==> src/assert_macros.svh <==
// Assertion macros used by the top level of the frame parser.
`ifndef ASSERT_MACROS_SVH
`define ASSERT_MACROS_SVH

`ifndef SYNTH

// The property must hold at every clock edge outside reset.
`define FRP_ASSERT(lbl, clk, rst_n, prop) \
    lbl: assert property (@(posedge clk) disable iff (!rst_n) (prop)) \
        else $error("frame parser assertion failed");

// The condition must never be true outside reset.
`define FRP_ASSERT_NEVER(lbl, clk, rst_n, cond) \
    lbl: assert property (@(posedge clk) disable iff (!rst_n) !(cond)) \
        else $error("frame parser forbidden condition seen");

`else

`define FRP_ASSERT(lbl, clk, rst_n, prop)
`define FRP_ASSERT_NEVER(lbl, clk, rst_n, cond)

`endif

`endif

==> src/frp_pkg.sv <==
// Types and constants of the framed response parser.
package frp_pkg;

    localparam logic [7:0] HDR_FIRST        = 8'hAA;
    localparam logic [7:0] HDR_SECOND       = 8'h55;
    localparam logic [7:0] TAIL_BYTE        = 8'h66;
    localparam logic [7:0] DEV_ERR_UNKNOWN  = 8'hEE;
    localparam logic [7:0] DEV_ERR_CHECKSUM = 8'hEC;
    localparam logic [6:0] HUNT_LIMIT       = 7'd64;
    localparam logic [7:0] LENGTH_LIMIT_RST = 8'd32;

    localparam logic OP_BYTE    = 1'b0;
    localparam logic OP_TIMEOUT = 1'b1;

    localparam logic KIND_PAYLOAD = 1'b0;
    localparam logic KIND_STATUS  = 1'b1;

    typedef enum logic [2:0] {
        PH_HUNT = 3'd0,
        PH_CMD  = 3'd1,
        PH_LEN  = 3'd2,
        PH_DATA = 3'd3,
        PH_CSUM = 3'd4,
        PH_TAIL = 3'd5
    } phase_t;

    typedef enum logic [2:0] {
        ST_OK       = 3'd0,
        ST_TIMEOUT  = 3'd1,
        ST_BAD      = 3'd2,
        ST_UNKNOWN  = 3'd3,
        ST_CHECKSUM = 3'd4
    } status_t;

    typedef struct packed {
        status_t    status;
        logic [7:0] frame_len;
        logic [7:0] frame_command;
        logic [7:0] data_byte;
        logic       kind;
    } frp_result_t;

endpackage

==> src/frp_core.sv <==
// Frame parser state machine: one input item per step, at most one result.
module frp_core
    import frp_pkg::*;
(
    input  logic        aclk,
    input  logic        aresetn,
    input  logic        cfg_we,
    input  logic [7:0]  cfg_wdata,
    input  logic        step,
    input  logic        op,
    input  logic [7:0]  rx_byte,
    output logic        res_valid,
    output frp_result_t res
);

    phase_t     phase_reg, phase_next;
    logic       seen_reg, seen_next;
    logic [6:0] hunt_count_reg, hunt_count_next;
    logic [7:0] held_command_reg, held_command_next;
    logic [7:0] held_length_reg, held_length_next;
    logic [7:0] bytes_left_reg, bytes_left_next;
    logic [7:0] sum_reg, sum_next;
    logic [7:0] checksum_reg, checksum_next;
    logic [7:0] length_limit_reg;
    logic [6:0] hunt_inc;
    logic       clear;

    assign hunt_inc = hunt_count_reg + 7'd1;

    always_ff @(posedge aclk) begin
        if (!aresetn) begin
            length_limit_reg <= LENGTH_LIMIT_RST;
        end else if (cfg_we) begin
            length_limit_reg <= cfg_wdata;
        end
    end

    always_ff @(posedge aclk) begin
        if (!aresetn) begin
            phase_reg        <= PH_HUNT;
            seen_reg         <= 1'b0;
            hunt_count_reg   <= '0;
            held_command_reg <= '0;
            held_length_reg  <= '0;
            bytes_left_reg   <= '0;
            sum_reg          <= '0;
            checksum_reg     <= '0;
        end else begin
            phase_reg        <= phase_next;
            seen_reg         <= seen_next;
            hunt_count_reg   <= hunt_count_next;
            held_command_reg <= held_command_next;
            held_length_reg  <= held_length_next;
            bytes_left_reg   <= bytes_left_next;
            sum_reg          <= sum_next;
            checksum_reg     <= checksum_next;
        end
    end

    always_comb begin
        phase_next        = phase_reg;
        seen_next         = seen_reg;
        hunt_count_next   = hunt_count_reg;
        held_command_next = held_command_reg;
        held_length_next  = held_length_reg;
        bytes_left_next   = bytes_left_reg;
        sum_next          = sum_reg;
        checksum_next     = checksum_reg;
        clear             = 1'b0;
        res_valid         = 1'b0;
        res.kind          = KIND_PAYLOAD;
        res.data_byte     = '0;
        res.frame_command = held_command_reg;
        res.frame_len     = held_length_reg;
        res.status        = ST_OK;

        if (step) begin
            if (op == OP_TIMEOUT) begin
                res_valid  = 1'b1;
                res.kind   = KIND_STATUS;
                res.status = ST_TIMEOUT;
                clear      = 1'b1;
            end else begin
                unique case (phase_reg)
                    PH_HUNT: begin
                        hunt_count_next = hunt_inc;
                        if (seen_reg && rx_byte == HDR_SECOND) begin
                            seen_next       = 1'b0;
                            hunt_count_next = '0;
                            phase_next      = PH_CMD;
                        end else begin
                            seen_next = (rx_byte == HDR_FIRST);
                            if (hunt_inc >= HUNT_LIMIT) begin
                                res_valid  = 1'b1;
                                res.kind   = KIND_STATUS;
                                res.status = ST_BAD;
                                clear      = 1'b1;
                            end
                        end
                    end
                    PH_CMD: begin
                        held_command_next = rx_byte;
                        phase_next        = PH_LEN;
                    end
                    PH_LEN: begin
                        held_length_next = rx_byte;
                        res.frame_len    = rx_byte;
                        if (rx_byte > length_limit_reg) begin
                            res_valid  = 1'b1;
                            res.kind   = KIND_STATUS;
                            res.status = ST_BAD;
                            clear      = 1'b1;
                        end else begin
                            sum_next        = held_command_reg + rx_byte;
                            bytes_left_next = rx_byte;
                            phase_next      = (rx_byte == 8'd0) ? PH_CSUM : PH_DATA;
                        end
                    end
                    PH_DATA: begin
                        sum_next        = sum_reg + rx_byte;
                        bytes_left_next = bytes_left_reg - 8'd1;
                        if (bytes_left_reg == 8'd1) begin
                            phase_next = PH_CSUM;
                        end
                        res_valid     = 1'b1;
                        res.data_byte = rx_byte;
                    end
                    PH_CSUM: begin
                        checksum_next = rx_byte;
                        phase_next    = PH_TAIL;
                    end
                    PH_TAIL: begin
                        res_valid = 1'b1;
                        res.kind  = KIND_STATUS;
                        clear     = 1'b1;
                        if (rx_byte != TAIL_BYTE) begin
                            res.status = ST_BAD;
                        end else if (held_command_reg == DEV_ERR_UNKNOWN) begin
                            res.status = ST_UNKNOWN;
                        end else if (held_command_reg == DEV_ERR_CHECKSUM) begin
                            res.status = ST_CHECKSUM;
                        end else if (sum_reg != checksum_reg) begin
                            res.status = ST_CHECKSUM;
                        end else begin
                            res.status = ST_OK;
                        end
                    end
                    default: begin
                        clear = 1'b1;
                    end
                endcase
            end

            // Any frame end drops back to header hunt with a clean slate.
            if (clear) begin
                phase_next        = PH_HUNT;
                seen_next         = 1'b0;
                hunt_count_next   = '0;
                held_command_next = '0;
                held_length_next  = '0;
                bytes_left_next   = '0;
                sum_next          = '0;
                checksum_next     = '0;
            end
        end
    end

endmodule

==> src/frp_out_stage.sv <==
// Result register that drives the master stream port.
module frp_out_stage
    import frp_pkg::*;
(
    input  logic        aclk,
    input  logic        aresetn,
    input  logic        load,
    input  frp_result_t load_data,
    output logic        free,
    input  logic        m_tready,
    output logic        m_tvalid,
    output logic [31:0] m_tdata,
    output logic [0:0]  m_tuser
);

    logic        valid_reg;
    frp_result_t data_reg;

    assign free = !valid_reg || m_tready;

    always_ff @(posedge aclk) begin
        if (!aresetn) begin
            valid_reg <= 1'b0;
        end else if (load) begin
            valid_reg <= 1'b1;
        end else if (m_tready) begin
            valid_reg <= 1'b0;
        end
    end

    always_ff @(posedge aclk) begin
        if (load) begin
            data_reg <= load_data;
        end
    end

    assign m_tvalid = valid_reg;
    assign m_tuser  = data_reg.kind;
    assign m_tdata  = {5'd0, data_reg.status, data_reg.frame_len,
                       data_reg.frame_command, data_reg.data_byte};

endmodule

==> src/framed_response_parser.sv <==
// Top level of the framed response parser: input register, parser core, result register.
//
//  Port group | Direction | Carries
//  s_*        | in        | received byte or timeout event
//  m_*        | out       | passed payload byte or frame end status
//  cfg_*      | in        | payload length limit register
//
// One item is accepted per cycle when the result side keeps up.
// An accepted item is held in the input register and parsed from there once the result
// register is free; any result is then loaded into the result register.
// Reset is synchronous and active low; it returns the parser to header hunt.
// A stalled result holds the input register; s_tready drops once both are full.
`include "assert_macros.svh"

module framed_response_parser
    import frp_pkg::*;
(
    input  logic        aclk,
    input  logic        aresetn,
    input  logic        cfg_we,
    input  logic [7:0]  cfg_wdata,
    input  logic        s_tvalid,
    output logic        s_tready,
    input  logic [7:0]  s_tdata,   // [7:0] rx_byte
    input  logic [0:0]  s_tuser,   // [0] op
    output logic        m_tvalid,
    input  logic        m_tready,
    output logic [31:0] m_tdata,   // [7:0] data_byte, [15:8] frame_command,
                                   // [23:16] frame_len, [26:24] status
    output logic [0:0]  m_tuser    // [0] kind
);

    logic        in_valid_reg;
    logic        in_op_reg;
    logic [7:0]  in_byte_reg;
    logic        out_free;
    logic        step;
    logic        res_valid;
    frp_result_t res;

    assign step     = in_valid_reg && out_free;
    assign s_tready = !in_valid_reg || step;

    always_ff @(posedge aclk) begin
        if (!aresetn) begin
            in_valid_reg <= 1'b0;
        end else if (s_tready) begin
            in_valid_reg <= s_tvalid;
        end
    end

    always_ff @(posedge aclk) begin
        if (s_tvalid && s_tready) begin
            in_op_reg   <= s_tuser[0];
            in_byte_reg <= s_tdata;
        end
    end

    frp_core u_core (
        .aclk      (aclk),
        .aresetn   (aresetn),
        .cfg_we    (cfg_we),
        .cfg_wdata (cfg_wdata),
        .step      (step),
        .op        (in_op_reg),
        .rx_byte   (in_byte_reg),
        .res_valid (res_valid),
        .res       (res)
    );

    frp_out_stage u_out (
        .aclk      (aclk),
        .aresetn   (aresetn),
        .load      (res_valid),
        .load_data (res),
        .free      (out_free),
        .m_tready  (m_tready),
        .m_tvalid  (m_tvalid),
        .m_tdata   (m_tdata),
        .m_tuser   (m_tuser)
    );

    `FRP_ASSERT(a_stall_only_when_full, aclk, aresetn, !s_tready |-> (in_valid_reg && m_tvalid && !m_tready))
    `FRP_ASSERT(a_payload_status_ok, aclk, aresetn, (m_tvalid && m_tuser[0] == KIND_PAYLOAD) |-> (m_tdata[26:24] == ST_OK))
    `FRP_ASSERT(a_status_no_data, aclk, aresetn, (m_tvalid && m_tuser[0] == KIND_STATUS) |-> (m_tdata[7:0] == 8'd0))
    `FRP_ASSERT_NEVER(a_result_without_step, aclk, aresetn, res_valid && !step)

endmodule

==> config.mk <==
export PLATFORM = sky130hd
export DESIGN_NAME = framed_response_parser
export DESIGN_NICKNAME = d
export VERILOG_FILES = /design/src/frp_pkg.sv /design/src/frp_core.sv /design/src/frp_out_stage.sv /design/src/framed_response_parser.sv
export VERILOG_INCLUDE_DIRS = /design/src /design/src/src
export SDC_FILE = /design/constraint.sdc
export NUM_CORES = 1
export LEC_CHECK = 0
export BUFFER_PORTS_ARGS = -buffer_cell sky130_fd_sc_hd__buf_2
export CORE_MARGIN = 2
export CORE_UTILIZATION = 59
export CTS_CLUSTER_DIAMETER = 120
export DETAILED_ROUTE_END_ITERATION = 8
export GPL_ROUTABILITY_DRIVEN = 0
export PLACE_DENSITY = 0.8
export SKIP_LAST_GASP = 1
export SLEW_MARGIN = 5
export SYNTH_ARGS = -nofsm -noshare
export SYNTH_HDL_FRONTEND = slang
export SYNTH_SLANG_ARGS = --single-unit
==> constraint.sdc <==
create_clock -name aclk -period 4.8 [get_ports aclk]
set_input_delay 0.48 -clock aclk [delete_from_list [all_inputs] [get_ports aclk]]
set_output_delay 0.48 -clock aclk [all_outputs]
set_load 0.02 [all_outputs]
Word level (Yosys, flattened, before mapping) --
Index checks and enable logic that the tools add are counted.
Word-level totals: input port bits 22, output and inout bits 35, logic and storage cells 122, register bits after elaboration 98
Cells by class: $lt $le $gt $ge 2, mux-type cells 55, bitwise gates (word level) 2, add/subtract/negate cells 4, reduce and logical (&&, ||, !) cells 24, equality and inequality tests 16
Operator list (count):
- 2-to-1 mux 8 bit | 16
- 2-to-1 mux 3 bit | 11
- case mux 8 bit (2 select lines) | 2
- 2-to-1 mux 7 bit | 4
- equality test 8 bit (second input constant) | 3
- adder 8 bit | 2
- 2-to-1 mux 1 bit | 15
- case mux 3 bit (5 select lines) | 1
- case mux 1 bit (3 select lines) | 3
- case mux 3 bit (3 select lines) | 1
- AND reduction 3 bit | 3
- equality test 8 x 1 -> 1 bit (second input constant) | 1
- equality test 8 x 7 -> 1 bit (second input constant) | 1
- > comparator 8 bit | 1
- zero test 8 bit | 1
- != test 8 x 7 -> 1 bit (second input constant) | 1
- != test 8 bit | 1
- nonzero test 2 bit | 4
- subtractor 8 x 1 -> 8 bit (second input constant) | 1
- adder 7 x 1 -> 7 bit (second input constant) | 1
- greater-or-equal comparator 7 bit (second input constant) | 1
- equality test 3 x 2 -> 1 bit (second input constant) | 2
- equality test 3 bit (second input constant) | 2
- != test 3 x 1 -> 1 bit (second input constant) | 2
- 15 further kinds | 23

Logic depth before layout (Yosys ltp) --
Gate-level depths: netlist (run 1).
word-level depth 9, mapped depth 14, gate-level depth less buffers 12

Cells and area by module --
Synthesis (run 1) repeated with hierarchy kept, for this count alone.
Second synthesis, totals: cells, all modules 493, area, all modules 4835.9 um^2
Modules (own cells, without submodules):
- frp_core | sequential area each 1181.1 um^2, area an instance 3569.7 um^2, cells each 440, instances 1
- frp_out_stage | sequential area each 860.8 um^2, area an instance 930.9 um^2, cells each 38, instances 1
- framed_response_parser | sequential area each 290.3 um^2, area an instance 335.3 um^2, cells each 15, instances 1

Worst setup path before layout (run 1) --
OpenSTA, ideal clock, no wires.
kind register to register, from reg in_byte_reg[3], to reg u_out.data_reg (netlist bit u_out.m_tdata[0]) (enable), required time 4.387 ns, period minus slack after synthesis 3.377 ns, library setup time 0.413 ns, setup slack 1.423 ns, buffers on the path 0, cell stages (with the launch flop) 8, arrival 2.964 ns, path through edfxtp_1 ha_1 and4_1 nand3b_1 a21oi_2 nor3_1 and4_1 nor2_1
On the way: word-level cells in the longest chain between the ends 6, elaborated cells between the ends (all ways) 8, those cells by class order compare: 1; eq/ne: 1; mux: 5; reduce/logical: 1
RTL lines:
- start: declaration | RTL line framed_response_parser.sv:35 | logic [7:0] in_byte_reg;
- start signal: assignment | RTL line framed_response_parser.sv:55 | in_byte_reg <= s_tdata;
- branches (longest 3 deep; another with > comparator 8 bit)
- case mux 1 bit (3 select lines) * | RTL line frp_core.sv:84 | unique case (phase_reg)
- 2-to-1 mux 1 bit * | RTL line frp_core.sv:78 | if (op == OP_TIMEOUT) begin
- 2-to-1 mux 1 bit * | RTL line frp_core.sv:77 | if (step) begin
- named net res_valid | RTL line framed_response_parser.sv:38 | logic res_valid;
- end signal: assignment | RTL line frp_out_stage.sv:33 | data_reg <= load_data;
- end: declaration | RTL line frp_out_stage.sv:17 | frp_result_t data_reg;
Mark *: on every way through the listed nets, which the timed path passes. A chain may end at the register's enable or synchronous reset.

Final worst setup path (run 1) --
from reg u_core.phase_reg[2], to reg u_core.sum_reg[6]
On the way: word-level cells in the longest chain between the ends 7, elaborated cells between the ends (all ways) 16, those cells by class eq/ne: 6; mux: 6; reduce/logical: 4
RTL lines:
- start: declaration | RTL line frp_core.sv:16 | phase_t phase_reg, phase_next;
- start signal: assignment | RTL line frp_core.sv:49 | phase_reg <= phase_next;
- equality test 3 x 1 -> 1 bit, or another cell as far along | RTL line frp_core.sv:84
- OR reduction 3 bit (no line)
- case mux 1 bit (3 select lines) | RTL line frp_core.sv:84
- 2-to-1 mux 1 bit | RTL line frp_core.sv:78
- 2-to-1 mux 1 bit | RTL line frp_core.sv:77
- != test 3 bit (no line), or another cell as far along
- AND reduction 4 bit (no line)
- end signal: assignment | RTL line frp_core.sv:55 | sum_reg <= sum_next;
- end: declaration | RTL line frp_core.sv:22 | logic [7:0] sum_reg, sum_next;
Parallel ways exist; a longest one is shown, timed or not. The select of a mux whose other input is x is not followed.

==> results of run 1 <==
cell type report:
type | instances | area, µm² | share of cell area (%)
tap | 105 | 131 | 2.40
inverter | 24 | 90.1 | 1.65
timing repair buffer | 56 | 293 | 5.36
sequential | 98 | 2330 | 42.7
clock inverter | 7 | 61.3 | 1.12
multi-input combinational | 357 | 2430 | 44.5
clock buffer | 9 | 124 | 2.27
final timing paths:
path | from | endpoint | slack [ns] | cells past startpoint
max | u_core.phase_reg[2] | u_core.sum_reg[6] | 1.23 | 12
min | s_tdata[1] | in_byte_reg[1] | 0.27 | 1
max reg2reg | u_core.phase_reg[2] | u_core.sum_reg[6] | 1.23 | 12
min reg2reg | u_core.checksum_reg[0] | u_core.checksum_reg[0] | 0.48 | 2
worst max-delay path: cells and delay by family (launching register included):
family	cells	cell delay (ns)
compound gates	4	0.95
fa+ha+maj	2	0.41
buf+inv	1	0.07
flops	1	0.70
mux	1	0.41
simple gates	4	0.99
metrics by stage:
stage	cells	total power [µW]
final	656	1520
after global routing	656	1580
after CTS	656	1530
after detailed placement	640	1040
after global placement	640	1030
after floorplan	506	1000
power by group through the flow:
stage / Combinational, µW / Clock [µW] / Sequential (µW)
final: 127 / 504 / 894
after CTS: 126 / 512 / 894
after detailed placement: 126 / 0 / 913
after global placement: 120 / 0 / 912
after global routing: 141 / 546 / 896
after floorplan: 84.3 / 0 / 916
metal layers:
metal / part of all wire (%) / vias up
li1: - / 1900
met1: 42 / 1926
met2: 47 / 209
met3: 7.7 / 34
met4: 3.2 / 0
met5: 0 / -
logic make-up after synthesis:
logic type	Yosys count	synth area share, %
other	1	0.0752
multiplexers	25	5.19
flip-flops	98	46.8
buffers and inverters	51	4.77
adder cells (fa/ha/maj)	19	4.92
AO/OA/AOI/OAI	88	12.8
XOR/XNOR	18	3.31
AND/OR/NAND/NOR	202	22.2
layout by cell type, fill, tap and decap left out, types with 5 or more instances in the layout:
cell,instances
dfxtp_1,61
a32oi_1,11
xnor2_1,8
nor3_2,9
a21oi_1,22
xor2_1,9
conb_1,5
a32o_1,8
nor4_1,8
nor3_1,11
nand2b_1,5
buf_2,51
mux2_2,7
ha_1,18
nor2_1,63
inv_1,24
mux2i_1,18
edfxtp_1,37
o21ai_0,12
nand2_1,39
buf_4,5
nand3_1,23
clkbuf_8,9
and2_1,8
nor2b_1,6
==> qor.txt, run 1 <==
Yosys reg bits = 98
Critical Path Sink Type = flop
Final ANT Viol Nets = 0
Syn-to-layout area delta = 9.61%
CP startpoint kind = flop
leakage dissipation = 0.00213 µW
initial antenna violation count = 0
max FFs per register = 27
synthesized area = 4990 µm²
hold-fix buffer count after cts = 0
DRC = 0
met2 usage = 42.9%
Max Cap Viol = 0
cts repair resizes = 0
average cell area after synthesis = 9.93 µm²
Layout Nets = 587
post-synthesis cell count = 502
post-place instance area = 5280 µm²
Max VDD drop = 0.174 mV
CTS max path bufs = 2
num rows = 33
total CTS buffers = 9
Placement Setup Slack = 1.35 ns
largest net degree at the start of global routing = 42
first-pass GRT wire length = 18,400 µm
Routed WL per cell = 17.3 µm
combinational share of power = 8.3%
Pint = 1120 µW
met3 usage = 4.15%
Worst-Margin Slew = 1.26 ns
worst hold path class = input port to flop
Flop pwr share = 58.6%
final instance area = 5470 µm²
Vias/cell = 6.20
register area share after synthesis = 46.8%
Sw Share = 26.6%
Yosys cell types = 68
# IOs = 57
final setup fails = 0
Layout Skew = 0.0125 ns
WL final = 11,400 µm
Die W = 95.9 µm
total number of vias = 4,069
Post-synth top cells = nor2_1 (64), dfxtp_1 (61), nand2_1 (39)
Worst Path Required = 5.11 ns
count of warnings emitted by yosys = 0
setup slack after layout = 1.23 ns
Worst-Skew Late Latency = 0.37 ns
setup TNS = 0 ns
cells along the critical path = nor2b_1 -> nand2_1 -> mux2_2 -> ha_1 -> inv_1 -> fa_1 -> nor2b_1 -> o21a_1 -> o21a_1 -> o311ai_0 -> a32oi_1 -> nor2_1
die span in y = 95.9 µm
critical path arrival = 3.88 ns
Clk Tree Root Cell = clkbuf_8
Yosys top cell area share = 24.5%
grt met1 use = 34.5%
GRT Util Overall = 26.3%
worst-path maximum fanout = 22
CTS sink cnt = 98
DRT Pass-1 Iters = 5
number of inserted diodes = 0
Clock transition at path regs = 0.10 ns
Slew HR = 15.7%
proportion of layout cells with a drive suffix above 1 = 19.2%
Clock power frac = 33.0%
Crit Path Category = flop to flop
asr flop ratio synth = 0%
total grt overflow = 0
Post-DP HPWL = 8130 µm
CTS tree = done
period utilization = 74.4%
number of synthesized flops with an enable pin = 37
min Tclk post-route = 3.57 ns
Yosys top cell by area = dfxtp_1
Final Max Tran Viols = 0
die footprint = 9200 µm²
PortBufs = 51
Iter 0 DRT Violations = 309
Top Usage Layer GRT = met2
effective utilization at floorplan = 60.7%
H-tree levels = 3
Largest stage delay, worst path = 0.70 ns
Core Area = 8220 µm²
post-CTS setup buffers = 0
Synth area leaders = dfxtp_1 (24%), edfxtp_1 (22%), nor2_1 (4.8%)
final hold violation count = 0
Slowest-stage cell, CP = dfxtp_1
fmax = 0.280 GHz
outcome = completed
prevailing post-synth register cell = dfxtp_1
WHS = 0.274 ns
vias in the first global route = 3,763
Power Dens Cells = 279 nW/µm²
unrepaired setup endpoints after global routing = false
fin util = 66.5%
fillers = 670
Net Sw Power = 406 µW
most frequent cell after synthesis = nor2_1
Note: power is estimated with default switching activity, not from simulation.
==> inputs of run 2 (changes only) <==
--- a/config.mk
+++ b/config.mk
@@ -6,13 +6,14 @@
 export SDC_FILE = /design/constraint.sdc
 export NUM_CORES = 1
 export LEC_CHECK = 0
+export ABC_AREA = 1
 export BUFFER_PORTS_ARGS = -buffer_cell sky130_fd_sc_hd__buf_2
 export CORE_MARGIN = 2
-export CORE_UTILIZATION = 59
+export CORE_UTILIZATION = 53
 export CTS_CLUSTER_DIAMETER = 120
 export DETAILED_ROUTE_END_ITERATION = 8
 export GPL_ROUTABILITY_DRIVEN = 0
-export PLACE_DENSITY = 0.8
+export PLACE_DENSITY = 0.76
 export SKIP_LAST_GASP = 1
 export SLEW_MARGIN = 5
 export SYNTH_ARGS = -nofsm -noshare
==> constraint.sdc (replaced) <==
create_clock -name aclk -period 3.2 [get_ports aclk]
set_input_delay 0.32 -clock aclk [delete_from_list [all_inputs] [get_ports aclk]]
set_output_delay 0.32 -clock aclk [all_outputs]
set_load 0.02 [all_outputs]
==> run 2 against run 1 <==
Die area is 11% higher. Largest cell class is now flip-flops and latches. Highest routed layer unchanged. Critical path depth increased by 1. Core utilization down 6.6 points. Combinational power grew to 3.0 times the previous value.
==> qor.txt, run 2 <==
Synth area leaders = dfxtp_1 (25%), edfxtp_1 (22%), nand2_1 (12%)
WHS = 0.121 ns (-0.153 ns)
Detail Route met2 WL = 5400 µm (+1.2%)
CP startpoint kind = flop
asr flop ratio synth = 0% (unchanged)
register area share after synthesis = 46.8% (+0.070 points)
worst hold path class = input port to flop
count of warnings emitted by yosys = 0 (unchanged)
H-tree levels = 3 (unchanged)
hold-fix buffer count after cts = 0 (unchanged)
Max VDD drop = 0.226 mV (+30%)
num rows = 35 (+6.1%)
Critical Path Sink Type = flop
Slowest-stage cell, CP = dfxtp_1
DRC = 0 (unchanged)
number of inserted diodes = 0 (unchanged)
most frequent cells in the layout = nand2_1 (158), nor2_1 (78), a21oi_1 (75)
Yosys cell types = 39 (-43%)
number of synthesized flops with an enable pin = 37 (unchanged)
Worst-Skew Late Latency = 0.37 ns (about the same)
die span in y = 101 µm (+5.2%)
PortBufs = 51 (unchanged)
r2r setup slk = 0.28 ns (-0.95 ns)
Routed WL per cell = 14.7 µm (-15%)
synthesized area = 4980 µm² (-0.15%)
first-pass GRT wire length = 19,500 µm (+6.2%)
Yosys reg bits = 98 (unchanged)
Iter 0 DRT Violations = 312 (+0.97%)
post-CTS setup buffers = 0 (unchanged)
CTS max path bufs = 2 (unchanged)
WL final = 11,800 µm (+4.1%)
combinational share of power = 14.5% (+6.2 points)
Worst Path Required = 3.49 ns (-1.62 ns)
total CTS buffers = 9 (unchanged)
final hold violation count = 0 (unchanged)
Clock transition at path regs = 0.10 ns (about the same)
Core Area = 9200 µm² (+12%)
Hold Startpoint = s_tdata[7]
outcome = completed
DRT Pass-1 Iters = 5 (unchanged)
Clock power frac = 32.4% (-0.6 points)
average cell area after synthesis = 7.79 µm² (-22%)
prevailing post-synth register cell = dfxtp_1
Largest stage delay, worst path = 0.47 ns (-0.23 ns)
Die W = 101 µm (+5.2%)
proportion of layout cells with a drive suffix above 1 = 13.1% (-6.1 points)
CTS tree = done
commonest non-fill, non-tap cell in the layout = nand2_1
min Tclk post-route = 2.92 ns (-0.651 ns)
unrepaired setup endpoints after global routing = false
total number of vias = 4,399 (+8.1%)
post-place instance area = 5300 µm² (+0.36%)
hold depth = 1 (unchanged)
Sw Share = 28.1% (+1.5 points)
cts repair resizes = 0 (unchanged)
Final ANT Viol Nets = 0 (unchanged)
Yosys top cell area share = 24.5% (+0.037 points)
Syn-to-layout area delta = 10.7%
Post-DP HPWL = 8690 µm (+6.9%)
post-synthesis cell count = 639 (+27%)
final instance area = 5510 µm² (+0.80%)
Slew HR = 48.9% (+33 points)
Layout Skew = 0.0147 ns (+0.00218 ns)
Yosys top cell by area = dfxtp_1
Top Metal Used = met4
Clk Tree Root Cell = clkbuf_8
setup TNS = 0 ns (unchanged)
effective utilization at floorplan = 54.1% (-6.5 points)
CTS sink cnt = 98 (unchanged)
GRT Util Overall = 24.6% (-1.7 points)
largest net degree at the start of global routing = 37 (-12%)
reg2reg path depth = 13 (+1)
fmax = 0.342 GHz (+22%)
Worst-Margin Slew = 0.761 ns (-0.503 ns)
Reg-to-Reg End = u_core.sum_reg[4]
vias in the first global route = 4,178 (+11%)
Post-synth top cells = nand2_1 (158), nor2_1 (78), a21oi_1 (75)
period utilization = 91.3% (+17 points)
hold worst-path end = in_byte_reg[7]
reg-to-reg critical path startpoint = u_core.phase_reg[2]
leakage dissipation = 0.00241 µW (+13%)
Flop pwr share = 53.1% (-5.5 points)
worst-path maximum fanout = 18 (-18%)
max FFs per register = 27 (unchanged)
Vias/cell = 5.46 (-12%)
die footprint = 10,200 µm² (+11%)
Crit Path Category = flop to flop
Pint = 1880 µW (+68%)
Net Sw Power = 736 µW (+82%)
total grt overflow = 0 (unchanged)
Pwr Total = 2620 µW (+72%)
M1 WL = 5080 µm (+6.0%)
routed wl met3 = 823 µm (-5.6%)
cells along the critical path = nor2_4 -> nand2_1 -> clkinv_1 -> o21ai_0 -> ha_1 -> inv_1 -> fa_1 -> inv_1 -> a31oi_1 -> xor2_1 -> nor2_1 -> nand2_1 -> a21oi_1
Power Dens Cells = 475 nW/µm² (+70%)
Max Cap Viol = 0 (unchanged)
most frequent cell after synthesis = nand2_1
# IOs = 57 (unchanged)
critical path arrival = 3.21 ns (-0.67 ns)
Final Max Tran Viols = 0 (unchanged)
Layout Nets = 730 (+24%)
initial antenna violation count = 0 (unchanged)
final setup fails = 0 (unchanged)
-- run 2: cell types whose count changed in the layout (fill, tap and decap cells not counted), moves of 15 or more --
cell	change
inv_1	+45
nand2_1	+119
o21ai_0	+19
nor2_1	+15
a21oi_1	+53
mux2i_1	-18
-- run 2: per-stage QoR --
stage                     worst slack (ns)  utilization (%)  std cells
after floorplan                      0.771                -        643
after global placement               0.484             57.6        789
after detailed placement             0.390             57.6        789
after CTS                            0.364             59.9        805
after global routing                0.0705             59.9        805
final                                0.279             59.9        805
-- run 2: worst max-delay path by stage --
stage | cells past startpoint | end | slack, ns | startpoint
floorplan | 15 | u_core.sum_reg[6] | 0.77 | u_core.phase_reg[1]
global placement | 14 | u_core.sum_reg[7] | 0.48 | u_core.phase_reg[2]
detailed placement | 13 | u_core.sum_reg[4] | 0.39 | u_core.phase_reg[2]
CTS | 13 | u_core.sum_reg[4] | 0.36 | u_core.phase_reg[2]
global route | 13 | u_core.sum_reg[4] | 0.07 | u_core.phase_reg[2]
finish | 13 | u_core.sum_reg[4] | 0.28 | u_core.phase_reg[2]
-- run 2: critical path: cells and delay by family (launching register included) --
| kind | cells | cell delay [ns] |
|---|---|---|
| compound gates | 3 | 0.58 |
| xor+xnor | 1 | 0.16 |
| fa+ha+maj | 2 | 0.62 |
| buf+inv | 3 | 0.57 |
| flops | 1 | 0.47 |
| simple gates | 4 | 0.45 |
-- run 2: cell type report --
type                            instances  area [µm²]
Fill cell                             819        3690
Sequential cell                        98        2330
Multi-Input combinational cell        444        2230
Timing Repair Buffer                   57         300
Inverter                               79         297
Clock buffer                           11         153
Tap cell                              111         139
Clock inverter                          5        57.6
-- run 2: routing by layer --
layer  vias to the layer above  GRT usage [%]
met3                        43           4.44
li1                       2164              -
met4                         0           13.7
met2                       195           39.3
met1                      1997           31.6
met5                         -              0
-- run 2: power groups by stage --
stage          clock [µW]  sequential (µW)  combinational [µW]
6_report              847             1390                 380
5_1_grt               912             1400                 428
4_1_cts               861             1390                 374
3_5_place_dp            0             1420                 372
3_3_place_gp            0             1420                 361
2_1_floorplan           0             1430                 261
-- run 2: cells by family (layout without fill, tap and decap cells) --
kind of cell	after synthesis	in the layout	synth area share, %
AO/OA/AOI/OAI	114	114	12.0
XOR/XNOR	16	16	2.81
adder cells (fa/ha/maj)	19	19	4.92
buffers and inverters	101	152	8.64
flip-flops	98	98	46.8
other	1	5	0.0753
AND/OR/NAND/NOR	290	290	24.7
